File: config.mk
export PLATFORM = sky130hd
export DESIGN_NAME = slot_table_free_stack_top
export DESIGN_NICKNAME = d
export VERILOG_FILES = /design/src/rtl/core/stfs_pkg.sv /design/src/rtl/core/slot_table_free_stack_top.sv /design/src/rtl/core/stfs_ram.sv /design/src/rtl/core/stfs_free_stack.sv
export SDC_FILE = /design/constraint.sdc
export NUM_CORES = 2
export LEC_CHECK = 0
export BUFFER_PORTS_ARGS = -buffer_cell sky130_fd_sc_hd__buf_2
export CAP_MARGIN = 20
export CORE_ASPECT_RATIO = 1.5
export CORE_MARGIN = 2
export CORE_UTILIZATION = 50
export CTS_BUF_LIST = sky130_fd_sc_hd__clkbuf_4
export DETAILED_ROUTE_END_ITERATION = 12
export GPL_TIMING_DRIVEN = 0
export PLACE_DENSITY = 0.71
export SLEW_MARGIN = 20
export SYNTH_ARGS = -nofsm -noshare
export SYNTH_HDL_FRONTEND = slang
export SYNTH_SLANG_ARGS = --single-unit
File: constraint.sdc
create_clock -name clk -period 25.9 [get_ports clk]
set_clock_uncertainty 0.05 [all_clocks]
set_input_delay 2.59 -clock clk [delete_from_list [all_inputs] [get_ports clk]]
set_output_delay 2.59 -clock clk [all_outputs]
set_load 0.01 [all_outputs]
File: src/rtl/core/stfs_pkg.sv
// ----------------------------------------------------------------------------
// stfs_pkg
// Shared widths, codes and types of the slot table with free stack.
// ----------------------------------------------------------------------------
package stfs_pkg;

    localparam int STFS_SLOTS_DEFAULT = 32;

    localparam int ACTION_W  = 2;
    localparam int SLOT_ID_W = 5;
    localparam int OFFSET_W  = 32;
    localparam int COLOR_W   = 4;
    localparam int STATUS_W  = 2;

    typedef enum logic [ACTION_W-1:0] {
        ACT_ADD    = 2'd0,
        ACT_DELETE = 2'd1,
        ACT_LOOKUP = 2'd2
    } action_t;

    typedef enum logic [STATUS_W-1:0] {
        ST_OK   = 2'd0,
        ST_FULL = 2'd1,
        ST_DEAD = 2'd2
    } status_t;

    typedef struct packed {
        logic push;
        logic pop;
    } stack_cmd_t;

endpackage

File: src/rtl/core/slot_table_free_stack_top.sv
// ----------------------------------------------------------------------------
// slot_table_free_stack_top
// Slot table of highlight ranges with LIFO reuse of freed slot ids.
// ----------------------------------------------------------------------------
// Each transaction (add, delete or look up) gives one result. It passes
// through the input register, where the entry RAM read issued at acceptance
// returns, and then the result register, which loads as it leaves the input
// register; a stalled output holds it in the input register. One transaction
// is accepted per cycle while the output is not stalled; the live marks, the
// high-water mark and the free stack (top register plus a RAM that prefetches
// the entry below the top) update as a transaction leaves the input register.
// A new transaction is taken into an empty input register while a finished
// result still waits on a stalled output. No clearing pass after reset: only
// valid flags, live marks, counters and the no-color register are cleared.
// ----------------------------------------------------------------------------
module slot_table_free_stack_top
    import stfs_pkg::*;
#(
    parameter int SLOTS = STFS_SLOTS_DEFAULT
) (
    input  logic                 clk,
    input  logic                 rst_n,
    input  logic                 cfg_wr_en,
    input  logic [COLOR_W-1:0]   cfg_wr_data,
    input  logic                 in_valid,
    output logic                 in_stall,
    input  logic [ACTION_W-1:0]  action,
    input  logic [SLOT_ID_W-1:0] slot_id,
    input  logic [OFFSET_W-1:0]  start_offset,
    input  logic [OFFSET_W-1:0]  end_offset,
    input  logic [COLOR_W-1:0]   color_code,
    output logic                 out_valid,
    input  logic                 out_stall,
    output logic [SLOT_ID_W-1:0] result_slot,
    output logic [STATUS_W-1:0]  status,
    output logic [COLOR_W-1:0]   found_color,
    output logic [OFFSET_W-1:0]  found_start,
    output logic [OFFSET_W-1:0]  found_end
);

    localparam int SW = $clog2(SLOTS);
    localparam int CW = SW + 1;
    localparam int EW = 2 * OFFSET_W + COLOR_W;

    logic [COLOR_W-1:0]   no_color_reg;

    logic                 s1_valid_reg;
    logic [ACTION_W-1:0]  s1_action_reg;
    logic [SLOT_ID_W-1:0] s1_slot_reg;
    logic [OFFSET_W-1:0]  s1_start_reg;
    logic [OFFSET_W-1:0]  s1_end_reg;
    logic [COLOR_W-1:0]   s1_color_reg;
    logic                 ent_byp_valid_reg;
    logic [EW-1:0]        ent_byp_data_reg;

    logic [SLOTS-1:0]     live_reg;
    logic [CW-1:0]        hw_reg;
    logic [CW-1:0]        hw_next;

    logic                 out_valid_reg;
    logic [SLOT_ID_W-1:0] res_slot_reg;
    status_t              res_status_reg;
    logic [COLOR_W-1:0]   res_color_reg;
    logic [OFFSET_W-1:0]  res_start_reg;
    logic [OFFSET_W-1:0]  res_end_reg;

    logic [SLOT_ID_W-1:0] res_slot_next;
    status_t              res_status_next;
    logic [COLOR_W-1:0]   res_color_next;
    logic [OFFSET_W-1:0]  res_start_next;
    logic [OFFSET_W-1:0]  res_end_next;

    logic                 s1_move;
    logic                 in_fire;
    logic [SW-1:0]        sid_idx;
    logic                 sid_live;
    logic                 add_ok;
    logic                 del_ok;
    logic                 take_free;
    logic [SW-1:0]        alloc_id;

    logic                 ent_wr_en;
    logic [SW-1:0]        ent_rd_addr;
    logic [EW-1:0]        ent_rd_data;
    logic [EW-1:0]        ent_data;

    stack_cmd_t           fs_cmd;
    logic [SW-1:0]        fs_top;
    logic [CW-1:0]        fs_count;

    assign s1_move  = s1_valid_reg && (!out_valid_reg || !out_stall);
    assign in_stall = s1_valid_reg && !s1_move;
    assign in_fire  = in_valid && !in_stall;

    assign sid_idx  = SW'(s1_slot_reg);
    assign sid_live = (32'(s1_slot_reg) < SLOTS) && live_reg[sid_idx];
    assign ent_data = ent_byp_valid_reg ? ent_byp_data_reg : ent_rd_data;

    always_comb
    begin
        add_ok          = 1'b0;
        del_ok          = 1'b0;
        take_free       = 1'b0;
        alloc_id        = fs_top;
        hw_next         = hw_reg;
        res_slot_next   = s1_slot_reg;
        res_status_next = ST_OK;
        res_color_next  = '0;
        res_start_next  = '0;
        res_end_next    = '0;
        case (action_t'(s1_action_reg))
            ACT_ADD:
            begin
                if (fs_count != '0)
                begin
                    add_ok    = 1'b1;
                    take_free = 1'b1;
                end
                else if (hw_reg < CW'(SLOTS))
                begin
                    add_ok   = 1'b1;
                    alloc_id = SW'(hw_reg);
                    hw_next  = hw_reg + CW'(1);
                end
                if (add_ok)
                begin
                    res_slot_next = SLOT_ID_W'(alloc_id);
                end
                else
                begin
                    res_slot_next   = '0;
                    res_status_next = ST_FULL;
                end
            end
            ACT_DELETE:
            begin
                if (sid_live && (fs_count < CW'(SLOTS)))
                begin
                    del_ok = 1'b1;
                end
                else
                begin
                    res_status_next = ST_DEAD;
                end
            end
            default:
            begin
                if (sid_live)
                begin
                    res_color_next = ent_data[COLOR_W-1:0];
                    res_end_next   = ent_data[OFFSET_W+COLOR_W-1:COLOR_W];
                    res_start_next = ent_data[EW-1:OFFSET_W+COLOR_W];
                end
                else
                begin
                    res_status_next = ST_DEAD;
                    res_color_next  = no_color_reg;
                end
            end
        endcase
    end

    assign fs_cmd.push = s1_move && del_ok;
    assign fs_cmd.pop  = s1_move && take_free;

    stfs_free_stack #(
        .SLOTS (SLOTS)
    ) u_free_stack (
        .clk     (clk),
        .rst_n   (rst_n),
        .cmd     (fs_cmd),
        .push_id (sid_idx),
        .top_id  (fs_top),
        .count   (fs_count)
    );

    assign ent_wr_en   = s1_move && add_ok;
    assign ent_rd_addr = SW'(slot_id);

    stfs_ram #(
        .WIDTH (EW),
        .DEPTH (SLOTS)
    ) u_entry_ram (
        .clk     (clk),
        .wr_en   (ent_wr_en),
        .wr_addr (alloc_id),
        .wr_data ({s1_start_reg, s1_end_reg, s1_color_reg}),
        .rd_en   (in_fire),
        .rd_addr (ent_rd_addr),
        .rd_data (ent_rd_data)
    );

    always_ff @(posedge clk or negedge rst_n)
    begin
        if (!rst_n)
        begin
            no_color_reg  <= '0;
            s1_valid_reg  <= 1'b0;
            out_valid_reg <= 1'b0;
            live_reg      <= '0;
            hw_reg        <= '0;
        end
        else
        begin
            if (cfg_wr_en)
            begin
                no_color_reg <= cfg_wr_data;
            end
            s1_valid_reg  <= in_fire || (s1_valid_reg && !s1_move);
            out_valid_reg <= s1_move || (out_valid_reg && out_stall);
            if (s1_move)
            begin
                hw_reg <= hw_next;
                if (add_ok)
                begin
                    live_reg[alloc_id] <= 1'b1;
                end
                if (del_ok)
                begin
                    live_reg[sid_idx] <= 1'b0;
                end
            end
        end
    end

    always_ff @(posedge clk)
    begin
        if (in_fire)
        begin
            s1_action_reg     <= action;
            s1_slot_reg       <= slot_id;
            s1_start_reg      <= start_offset;
            s1_end_reg        <= end_offset;
            s1_color_reg      <= color_code;
            ent_byp_valid_reg <= ent_wr_en && (alloc_id == ent_rd_addr);
            ent_byp_data_reg  <= {s1_start_reg, s1_end_reg, s1_color_reg};
        end
        if (s1_move)
        begin
            res_slot_reg   <= res_slot_next;
            res_status_reg <= res_status_next;
            res_color_reg  <= res_color_next;
            res_start_reg  <= res_start_next;
            res_end_reg    <= res_end_next;
        end
    end

    assign out_valid   = out_valid_reg;
    assign result_slot = res_slot_reg;
    assign status      = res_status_reg;
    assign found_color = res_color_reg;
    assign found_start = res_start_reg;
    assign found_end   = res_end_reg;

    a_slot_accounting: assert property (@(posedge clk) disable iff (!rst_n)
        $countones(live_reg) + 32'(fs_count) == 32'(hw_reg))
        else $error("live slots plus free ids differ from high-water mark");

    a_full_only_when_exhausted: assert property (@(posedge clk) disable iff (!rst_n)
        s1_move && (res_status_next == ST_FULL) |-> (fs_count == '0) && (hw_reg == CW'(SLOTS)))
        else $error("full reported while a slot was still available");

    a_pop_not_empty: assert property (@(posedge clk) disable iff (!rst_n)
        fs_cmd.pop |-> (fs_count != '0))
        else $error("free stack popped while empty");

    a_result_follows_move: assert property (@(posedge clk) disable iff (!rst_n)
        s1_move |=> out_valid_reg)
        else $error("transaction left the input register without a result");

endmodule

File: src/rtl/core/stfs_ram.sv
// ----------------------------------------------------------------------------
// stfs_ram
// Generic single-write, single-read RAM with registered read (read-first).
// ----------------------------------------------------------------------------
module stfs_ram #(
    parameter int WIDTH = 8,
    parameter int DEPTH = 32
) (
    input  logic                     clk,
    input  logic                     wr_en,
    input  logic [$clog2(DEPTH)-1:0] wr_addr,
    input  logic [WIDTH-1:0]         wr_data,
    input  logic                     rd_en,
    input  logic [$clog2(DEPTH)-1:0] rd_addr,
    output logic [WIDTH-1:0]         rd_data
);

    logic [WIDTH-1:0] mem [DEPTH];

    always_ff @(posedge clk)
    begin
        if (wr_en)
        begin
            mem[wr_addr] <= wr_data;
        end
        if (rd_en)
        begin
            rd_data <= mem[rd_addr];
        end
    end

endmodule

File: src/rtl/core/stfs_free_stack.sv
// ----------------------------------------------------------------------------
// stfs_free_stack
// LIFO of freed slot ids: top entry in a register, the rest in a RAM whose
// read port always prefetches the entry just below the top.
// ----------------------------------------------------------------------------
module stfs_free_stack
    import stfs_pkg::*;
#(
    parameter int SLOTS = STFS_SLOTS_DEFAULT
) (
    input  logic                       clk,
    input  logic                       rst_n,
    input  stack_cmd_t                 cmd,
    input  logic [$clog2(SLOTS)-1:0]   push_id,
    output logic [$clog2(SLOTS)-1:0]   top_id,
    output logic [$clog2(SLOTS):0]     count
);

    localparam int SW = $clog2(SLOTS);
    localparam int CW = SW + 1;

    logic [CW-1:0] count_reg;
    logic [CW-1:0] count_next;
    logic [SW-1:0] top_reg;
    logic [SW-1:0] top_next;
    logic          byp_valid_reg;
    logic          byp_valid_next;
    logic [SW-1:0] byp_data_reg;

    logic          wr_en;
    logic [SW-1:0] wr_addr;
    logic [SW-1:0] rd_addr;
    logic [SW-1:0] rd_data;
    logic [SW-1:0] below;

    assign below = byp_valid_reg ? byp_data_reg : rd_data;

    always_comb
    begin
        count_next = count_reg;
        top_next   = top_reg;
        wr_en      = 1'b0;
        wr_addr    = SW'(count_reg - CW'(1));
        if (cmd.push)
        begin
            count_next = count_reg + CW'(1);
            top_next   = push_id;
            wr_en      = (count_reg != '0);
        end
        else if (cmd.pop)
        begin
            count_next = count_reg - CW'(1);
            top_next   = below;
        end
        rd_addr        = SW'(count_next - CW'(2));
        byp_valid_next = wr_en && (wr_addr == rd_addr);
    end

    stfs_ram #(
        .WIDTH (SW),
        .DEPTH (SLOTS)
    ) u_stack_ram (
        .clk     (clk),
        .wr_en   (wr_en),
        .wr_addr (wr_addr),
        .wr_data (top_reg),
        .rd_en   (1'b1),
        .rd_addr (rd_addr),
        .rd_data (rd_data)
    );

    always_ff @(posedge clk or negedge rst_n)
    begin
        if (!rst_n)
        begin
            count_reg     <= '0;
            byp_valid_reg <= 1'b0;
        end
        else
        begin
            count_reg     <= count_next;
            byp_valid_reg <= byp_valid_next;
        end
    end

    always_ff @(posedge clk)
    begin
        top_reg      <= top_next;
        byp_data_reg <= top_reg;
    end

    assign top_id = top_reg;
    assign count  = count_reg;

endmodule
==> impl_metrics.csv <==
group,metric,value,unit
setup_path,startpoint_type,"flip-flop",
placement,routabilityCongestion,0.924,
routing,num_vias,52700,
sta,tightest_slew,1.21,ns
cts,cts_tree,"yes",
flow_run,cap_viol_max_count,0,
sta,hold_violations,0,
sta,finalCriticalPeriod,5.92,ns
sta,layout_setup_ws,19.98,ns
global_route,grt_pass1_wl,383000,um
floorplanning,io_pins,161,
yosys,ys_types,75,
yosys,synth_cells,4441,
sta,tns,0,ns
routing,antenna_left,0,
yosys,syn-num-nets,4532,
cts,numCtsBuffers,618,
cells_and_area,utilization,0.583,
setup_path,crit_arrival,6.94,ns
setup_path,cp_max_fo,12,
routing,routed_wl,271000,um
yosys,synth.yosys.warnings,0,
global_route,grt_pass1_vias,54200,
cts,h-tree-depth,6,
setup_path,crit_type,"reg2reg",
floorplanning,initial_core_util,0.503,
routing,via_per_inst,6.18,
yosys,synth.most_common_cell,"edfxtp_1",
power_and_ir_drop,p_leak,38.7,nW
yosys,synth_top_area_frac,0.770,
yosys,synth_seq_area_share,0.784,
global_route,antenna_found_initial,14,
cells_and_area,final_net_count,5498,
cts,clkTransAtPathRegs,0.08,ns
floorplanning,fp-row-count,203,
sta,fin_crit_sh,0.228,
cts,cts_hold_buf,0,
worst_hold_path,hold_class,"reg2reg",
sta,rsz0062_at_grt,"false",
floorplanning,core_area,204000,um2
placement,io_buffers,160,
placement,post-place-cells,7438,
floorplanning,die-area,209000,um2
power_and_ir_drop,p_total,9.17,mW
cts,cts_resized,0,
cells_and_area,drive_gt1_frac,0.376,
yosys,synthArstFlopShare,0.0190,
cts,cts_max_path_buffers,4,
global_route,globalRouteMet2Util,0.444,
placement,place.detailed.hpwl,177000,um
yosys,synth.top_cells.by_count,"edfxtp_1 (2628), mux4_2 (692), nor2_1 (186)",
power_and_ir_drop,power_density,77.1,nW/um2
cells_and_area,top_regs,"u_entry_ram.mem x2176, u_free_stack.u_stack_ram.mem x160",
global_route,met3_usage,0.0583,
yosys,synth_area_per_cell,23.1,um2
floorplanning,die_width,374,um
yosys,yosys_most_used_dff,"edfxtp_1",
sta,fmax,169,MHz
global_route,grt_use_met1,0.313,
cells_and_area,fill_cells,14400,
yosys,synth_edf_count,2628,
global_route,grt_busiest_layer,"met2",
cts,insertion_delay,1.31,ns
yosys,synthTopCellsByArea,"edfxtp_1 (77%), mux4_2 (15%), dfrtp_1 (1.2%)",
global_route,grt_max_degree,52,
cts,cts_sinks,2689,
floorplanning,fp.dieH,559,um
routing,first_pass_iters,8,
sta,finalSetupViolations,0,
outcome,status,"finished, final reports clean",
cells_and_area,instances_no_fill,8525,
global_route,gr-total-overflow,0,
sta,slew-limit-headroom,0.167,
yosys,synth_area,103000,um2
power_and_ir_drop,max-vdd-ir-drop,0.0451,mV
routing,wire_per_inst,31.8,um
cts,post_cts_buffers,0,
cells_and_area,largest_reg_flops,2176,
cells_and_area,regMostFlops,"u_entry_ram.mem",
setup_path,cp-end-kind,"flip-flop",
yosys,synth.largest_area_cell,"edfxtp_1",
placement,dpl_worst_slack,18.97,ns
setup_path,crit_required,26.92,ns
cts,root_buffer,"clkbuf_4",
global_route,grt_usage,0.260,
sta,final_max_slew_viol_count,0,
cells_and_area,syn2layout_area_growth,16.0,%
routing,first_iter_violations,6369,
routing,drc_errors,0,
yosys,synth-seq-cells,2689,
## where the power goes
part | leakage, nW | internal, mW | switching [mW]
combinational | 9.48 | 0.326 | 0.529
sequential | 24.6 | 4.87 | 0.0795
clock | 4.62 | 1.73 | 1.64
total | 38.7 | 6.92 | 2.25
## kinds of logic (layout without fill, tap and decap cells)
kind of cell    count (synthesis)  after routing  synth area share
compound gates                196            196            0.0143
xor+xnor                       26             26           0.00237
fa+ha+maj                       7              7          0.000854
buf+inv                       238           1650           0.00930
flops                        2689           2689             0.784
mux                           894            894             0.173
other cells                     0              7                 0
simple gates                  391            391            0.0162
## stage by stage
stage	hold WS [ns]	instance area [um2]
after floorplan	0.393	103000
after global placement	0.409	107000
after detailed placement	0.374	111000
after CTS	0.386	119000
after global routing	0.410	119000
final	0.389	119000
## layout make-up
type	instances	area (um2)	share of cell area
flip-flops and latches	2689	80400	0.676
multi-input cells	1514	21500	0.180
clock buffers	876	6580	0.0553
repair buffers	346	4890	0.0411
well taps	2665	3330	0.0280
clock inverters	190	1240	0.0104
plain buffers	228	1010	0.00847
inverters	10	37.5	0.000316
diodes	7	17.5	0.000147
## final timing paths
path,startpoint,endpoint,slack (ns),cells past startpoint
max,u_free_stack.count[0],u_free_stack.u_stack_ram.rd_data[4],19.98,13
min,u_free_stack.top_id[2],u_free_stack.byp_data_reg[2],0.39,0
max reg2reg,u_free_stack.count[0],u_free_stack.u_stack_ram.rd_data[4],19.98,13
min reg2reg,u_free_stack.top_id[2],u_free_stack.byp_data_reg[2],0.39,0
max in group asynchronous,rst_n,live_reg[24],23.91,1
min in group asynchronous,rst_n,u_free_stack.count[0],1.32,1
## placed cells by master, fill, tap and decap left out, types with 14 or more instances in the layout
cell type  instances
clkinv_1         130
buf_12            82
clkbuf_1         120
a221oi_1          16
buf_16            75
buf_1             21
mux2_2            80
buf_6             21
mux2i_1          106
buf_2            187
nor2_1           154
clkbuf_4         876
bufinv_16         17
xnor2_1           16
clkinv_2          16
nand2_1          134
a21oi_1           49
nor2_4            32
dfrtp_1           51
a211oi_1          14
mux4_2           692
inv_2             15
edfxtp_1        2628
clkbuf_2          51
buf_8             14
nor3b_1           15
## metal layers
metal  share of wire  wire length [um]  vias up
li1                -                 -    21200
met1            0.34             93500    27300
met2            0.51            139000     3425
met3           0.094             25400      744
met4           0.051             13800       10
met5         0.00023                62        -
## critical path: stages (launching register included)
cell	delay (ns)
dfrtp_1	0.44
clkbuf_1	0.25
inv_1	0.16
clkbuf_1	0.60
ha_1	0.36
nand2b_1	0.16
o211ai_1	0.69
nand2_1	0.26
o211ai_4	0.50
buf_6	0.27
clkbuf_1	0.56
mux2i_1	0.38
a21oi_1	0.15
o32ai_1	0.85
(Power assumes the default switching activity.)
